File: config.mk
export PLATFORM = sky130hd
export DESIGN_NAME = rmpu_table
export DESIGN_NICKNAME = d
export VERILOG_FILES = /design/src/rtl/core/rmpu_pkg.sv /design/src/rtl/core/rmpu_table.sv
export SDC_FILE = /design/constraint.sdc
export NUM_CORES = 2
export LEC_CHECK = 0
export BUFFER_PORTS_ARGS = -buffer_cell sky130_fd_sc_hd__buf_4
export CORE_MARGIN = 1.5
export CORE_UTILIZATION = 55
export DETAILED_ROUTE_END_ITERATION = 16
export PLACE_DENSITY_LB_ADDON = 0.25
export REMOVE_ABC_BUFFERS = 1
export SYNTH_ARGS = -nofsm -noshare
export SYNTH_HDL_FRONTEND = slang
export SYNTH_SLANG_ARGS = --single-unit
File: constraint.sdc
create_clock -name clk -period 17.5 [get_ports clk]
set_input_delay 3.5 -clock clk [delete_from_list [all_inputs] [get_ports clk]]
set_output_delay 3.5 -clock clk [all_outputs]
set_load 0.02 [all_outputs]
File: src/rtl/core/rmpu_pkg.sv
// rmpu_pkg: shared types and constants of the region map protection unit
// used by rmpu_table and region_map_protection_unit; no dependencies
package rmpu_pkg;

  localparam int MAX_REGIONS = 16;
  localparam int IDX_W = (MAX_REGIONS > 1) ? $clog2(MAX_REGIONS) : 1;
  localparam int CNT_W = $clog2(MAX_REGIONS + 1);

  localparam int PERM_READ_BIT  = 0;
  localparam int PERM_WRITE_BIT = 1;

  typedef enum logic [1:0] {
    OP_MAP   = 2'd0,
    OP_RAW   = 2'd1,
    OP_LOAD  = 2'd2,
    OP_STORE = 2'd3
  } op_t;

  // one table entry; the end address is kept instead of the length
  typedef struct packed {
    logic [63:0] base;
    logic [63:0] rend;
    logic [63:0] backing;
    logic [1:0]  perms;
  } region_t;

endpackage

File: src/rtl/core/rmpu_table.sv
// rmpu_table: region table memory, one write and one registered read per cycle
// depends on rmpu_pkg
module rmpu_table (
  input  logic                       clk,
  input  logic                       wr_en,
  input  logic [rmpu_pkg::IDX_W-1:0] wr_idx,
  input  rmpu_pkg::region_t          wr_entry,
  input  logic [rmpu_pkg::IDX_W-1:0] rd_idx,
  output rmpu_pkg::region_t          rd_entry
);

  rmpu_pkg::region_t mem [rmpu_pkg::MAX_REGIONS];

  always_ff @(posedge clk) begin
    if (wr_en) begin
      mem[wr_idx] <= wr_entry;
    end
    rd_entry <= mem[rd_idx];
  end

endmodule

==> Word level (Yosys, flattened, before mapping) <==
Memories as Yosys holds them, arrays and structs flattened. A register that Yosys moved wholly into a read port is not among the register bits.
Index checks and enable logic that the tools add are counted.
{ "op_classes": {"n_mux": 2} }
{ "ops": {"columns": ["op", "n"], "rows": [
  ["1-bit 2-to-1 mux", 2]
]} }
{ "totals": {"reg_bits": 0, "memories": 1, "ramBits": 3104, "inputBits": 204, "word_cells": 3, "out_inout_bits": 194} }
{ "mem_list": {"columns": ["memory", "words", "word_bits", "read_ports", "rd_clocked_by_memory_dff", "write_ports", "line_no", "source"], "rows": [
  ["mem", 16, 194, 1, 1, 1, "rmpu_table.sv:12", "rmpu_pkg::region_t mem [rmpu_pkg::MAX_REGIONS];"]
]} }

==> Longest topological paths before layout <==
{ "logic_depth": {"word_depth": 2, "depth_mapped": 7, "ltp_nobuf": 3} }

==> Worst setup path before layout <==
Ideal clock, no wire load.
{ "synth_timing": {"path_type": "input -> register", "from": "input wr_idx[2] in the netlist's numbering", "to": "memory mem[0][0] in the netlist's numbering (enable)", "stages": 2, "t_required_ns": 16.511, "setup_slack_ns": -0.566, "t_arrival_ns": 17.077, "path_buffers": 0, "setup_ns": 0.989, "path_cell_list": "or3b_2 > nor3_1"} }
{ "synth_rtl": {"columns": ["item", "line_no", "source"], "rows": [
  ["start: declaration", "rmpu_table.sv:6", "input logic [rmpu_pkg::IDX_W-1:0] wr_idx,"],
  ["end: declaration", "rmpu_table.sv:12", null]
]} }
No word-level cell before the write port.

==> impl_metrics.env <==
export IMPL_status="finished clean"
export IMPL_p_per_area_nw_per_um2=122.0
export IMPL_nNetsFinal=5848
export IMPL_syn2layout_area_growth_pct=14.39
export IMPL_rsz0062_at_grt="no"
export IMPL_dp_slack_ns=9.683
export IMPL_reg2reg_to="rd_entry[31]$_DFF_P_"
export IMPL_grt_overflow=0
export IMPL_netlist_instances=5075
export IMPL_yosysUniqueCellTypes=25
export IMPL_fin_crit_ns=6.749
export IMPL_ant_nets=0
export IMPL_pwr_share_clk_pct=41.9
export IMPL_worstSetupEndpointType="register"
export IMPL_hold_path_class="register to register"
export IMPL_grt_first_pass_wirelength_mm=398.1
export IMPL_leakage_nw=44.25
export IMPL_r2r_slack_ns=15.93
export IMPL_cts_max_level=5
export IMPL_cp_arrival_ns=7.57
export IMPL_ir_worst_vdd_uv=101.6
export IMPL_grt_usage_pct=24.85
export IMPL_clk_latency_ns=0.94
export IMPL_firstDrtPassIters=5
export IMPL_synth_compound_area_share_pct=2.596
export IMPL_nFillCells=14250
export IMPL_initial_core_util_pct=55.35
export IMPL_min_period_over_period_pct=38.56
export IMPL_finish_utilization_pct=63.31
export IMPL_grt_max_degree=120
export IMPL_reg2reg_depth=3
export IMPL_drt_iter0_markers=5953
export IMPL_register_area_um2=97090
export IMPL_power_mw=16.79
export IMPL_layout_setup_ws_ns=10.75
export IMPL_whs_endpoint="rd_entry[145]$_DFF_P_"
export IMPL_cts_buffers=340
export IMPL_internal_power_mw=13.34
export IMPL_gp_congestion=0.7378
export IMPL_reg2reg_from="mem[7][31]$_DFFE_PP_"
export IMPL_vias=55470
export IMPL_critPathKind="primary input to register"
export IMPL_pwr_share_seq_pct=53.0
export IMPL_seq_area_frac_synth_pct=80.70
export IMPL_post_dp_hpwl_mm=131.5
export IMPL_cts_setup_buffers=0
export IMPL_cts_tree="done"
export IMPL_setup_viol=0
export IMPL_fin_skew_ns=0.05258
export IMPL_synth_edf_count=3104
export IMPL_min_from="mem[7][145]$_DFFE_PP_"
export IMPL_die_x_um=470.7
export IMPL_synth_main_ff_cell="edfxtp_1"
export IMPL_cts_resized=0
export IMPL_grt_pass1_vias=57110
export IMPL_ys_ff_latch=3298
export IMPL_synth_top_cell_by_area="edfxtp_1"
export IMPL_syn_avg_cell_area_um2=23.71
export IMPL_synthMuxAreaShare_pct=14.76
export IMPL_ctsRootBufferMaster="clkbuf_16"
export IMPL_antenna_found_initial=59
export IMPL_coreArea_um2=217400
export IMPL_clkSinkCount=3298
export IMPL_synthSimpleGateAreaFrac_pct=0.8861
export IMPL_drive_above_1_share_pct=31.07
export IMPL_yosys_top_cells_area="edfxtp_1 77%, mux4_2 13%, dfxtp_1 3.2%"
export IMPL_fmax_mhz=148.2
export IMPL_die_area_um2=221600
export IMPL_tightest_slew_ns=1.376
export IMPL_placed_area_um2=126700
export IMPL_num_rows=171
export IMPL_clk_pin_slew_ns=0.06
export IMPL_p_sw_mw=3.446
export IMPL_async_reset_ff_share_pct=0
export IMPL_cts_buffer_depth=4
export IMPL_multi_input_area_um2=22110
export IMPL_yosys_area_share_adder_pct=0
export IMPL_viasPerCell=6.315
export IMPL_netSwitchingFraction_pct=20.53
export IMPL_final_area_um2=137600
export IMPL_synth_xor_xnor_area_share_pct=0
export IMPL_finalHoldViolations=0
export IMPL_synth_top_family_by_area="multiplexers"
export IMPL_critical_path_required_ns=18.32
export IMPL_drv_slew=0
export IMPL_die_y_um=470.7
export IMPL_io_buffers=397
export IMPL_yosys_area_top_type_share_pct=77.47
export IMPL_hold_ws_ns=0.6473
export IMPL_slew_limit_headroom_pct=8.245
export IMPL_whs_path_depth=3
export IMPL_ios=398
export IMPL_p_comb_share_pct=5.1
export IMPL_worstSetupStartpointType="primary input"
export IMPL_cp_max_fo=93
export IMPL_drc=0
export IMPL_syn_cell_area_um2=120300
export IMPL_cts_hold_buf=0
export IMPL_synth_warnings=0
export IMPL_wirelength_mm=273.9
export IMPL_wire_per_inst_um=31.19
export IMPL_cap_violations=0
==> layer usage <==
metal	part of all wire (%)	track usage (%)
met1	40	35.66
met2	48	39.06
met3	8.4	5.159
met4	2.5	7.303
met5	0.13	0
==> Yosys cell counts (15+ instances only) <==
| library cell | n |
|---|---|
| edfxtp_1 | 3104 |
| mux4_2 | 721 |
| a22oi_1 | 324 |
| dfxtp_1 | 194 |
| nand2_1 | 141 |
| buf_2 | 130 |
| mux2_2 | 101 |
| clkbuf_1 | 94 |
| nor2b_1 | 41 |
| mux2i_1 | 38 |
| o221ai_1 | 35 |
| o21ai_0 | 26 |
| buf_4 | 25 |
| nand2b_1 | 24 |
| a221oi_1 | 20 |
| buf_1 | 20 |
| nor2_1 | 15 |
==> sequential cells by signal (all words and copies together) (netlist names) <==
register and count:
mem 3104, rd_entry 194
==> cells by family (layout without fill, tap and decap cells) <==
logic type	Yosys count	in the layout
AO/OA/AOI/OAI	414	414
buffers and inverters	270	1101
flip-flops	3298	3298
multiplexers	860	860
other	0	23
AND/OR/NAND/NOR	233	233
==> cells in the final DEF, fill, tap and decap left out, types with 2 or more instances in the layout <==
| master | netlist | layout |
|---|---|---|
| a221oi_1 | 20 | 20 |
| a22oi_1 | 324 | 324 |
| and2_1 | 3 | 2 |
| buf_12 | 0 | 17 |
| buf_4 | 25 | 478 |
| buf_8 | 0 | 2 |
| bufinv_16 | 0 | 27 |
| clkbuf_1 | 94 | 85 |
| clkbuf_16 | 0 | 345 |
| clkbuf_8 | 0 | 35 |
| clkinv_1 | 0 | 32 |
| clkinv_2 | 0 | 55 |
| clkinvlp_4 | 0 | 16 |
| dfxtp_1 | 194 | 194 |
| diode_2 | 0 | 23 |
| edfxtp_1 | 3104 | 3104 |
| inv_6 | 0 | 9 |
| mux2_2 | 101 | 101 |
| mux2i_1 | 38 | 38 |
| mux4_2 | 721 | 721 |
| nand2_1 | 141 | 141 |
| nand2b_1 | 24 | 23 |
| nand3b_1 | 2 | 2 |
| nor2_4 | 0 | 14 |
| nor2b_1 | 41 | 35 |
| nor2b_2 | 0 | 3 |
| nor2b_4 | 0 | 3 |
| nor3_2 | 0 | 4 |
| o21ai_0 | 26 | 26 |
| o221ai_1 | 35 | 35 |
| o22a_1 | 9 | 9 |
==> worst max-delay path by stage <==
| stage | start | end | slack (ns) | cells after the start |
|---|---|---|---|---|
| 2_1_floorplan | wr_idx[2] | mem[0][0]$_DFFE_PP_ | -0.57 | 2 |
| 3_3_place_gp | rd_idx[0] | rd_entry[23]$_DFF_P_ | 9.70 | 7 |
| 3_5_place_dp | rd_idx[0] | rd_entry[23]$_DFF_P_ | 9.68 | 7 |
| 4_1_cts | rd_idx[0] | rd_entry[77]$_DFF_P_ | 10.62 | 7 |
| 5_1_grt | rd_idx[0] | rd_entry[106]$_DFF_P_ | 10.35 | 7 |
| 6_report | rd_idx[0] | rd_entry[77]$_DFF_P_ | 10.75 | 7 |
==> layout make-up <==
type | count | area share (%)
Clock inverter | 139 | 1.021
Tap cell | 2854 | 2.595
Sequential cell | 3298 | 70.55
Antenna cell | 23 | 0.04182
Timing Repair Buffer | 497 | 2.876
Multi-Input combinational cell | 1507 | 16.06
Clock buffer | 465 | 6.855
==> power by group through the flow <==
stage | clock [mW] | combinational, mW | sequential, mW
floorplan | 0 | 0.343 | 9.13
global placement | 0 | 0.847 | 9.06
detailed placement | 0 | 0.863 | 9.07
CTS | 7.15 | 0.865 | 8.90
global route | 7.44 | 0.912 | 8.91
finish | 7.03 | 0.853 | 8.90
==> critical path, cell delays in order <==
cell and delay [ns]:
buf_12 0.40, buf_4 0.76, buf_4 0.88, buf_4 0.72, mux4_2 0.60, a22oi_1 0.24, nand2_1 0.09
==> per-stage QoR <==
stage | cells | TNS (ns)
after floorplan | 4805 | -300.92
after global placement | 8156 | 0
after detailed placement | 8156 | 0
after CTS | 8760 | 0
after global routing | 8773 | 0
final | 8783 | 0
Power figures use the tool's default switching activity.
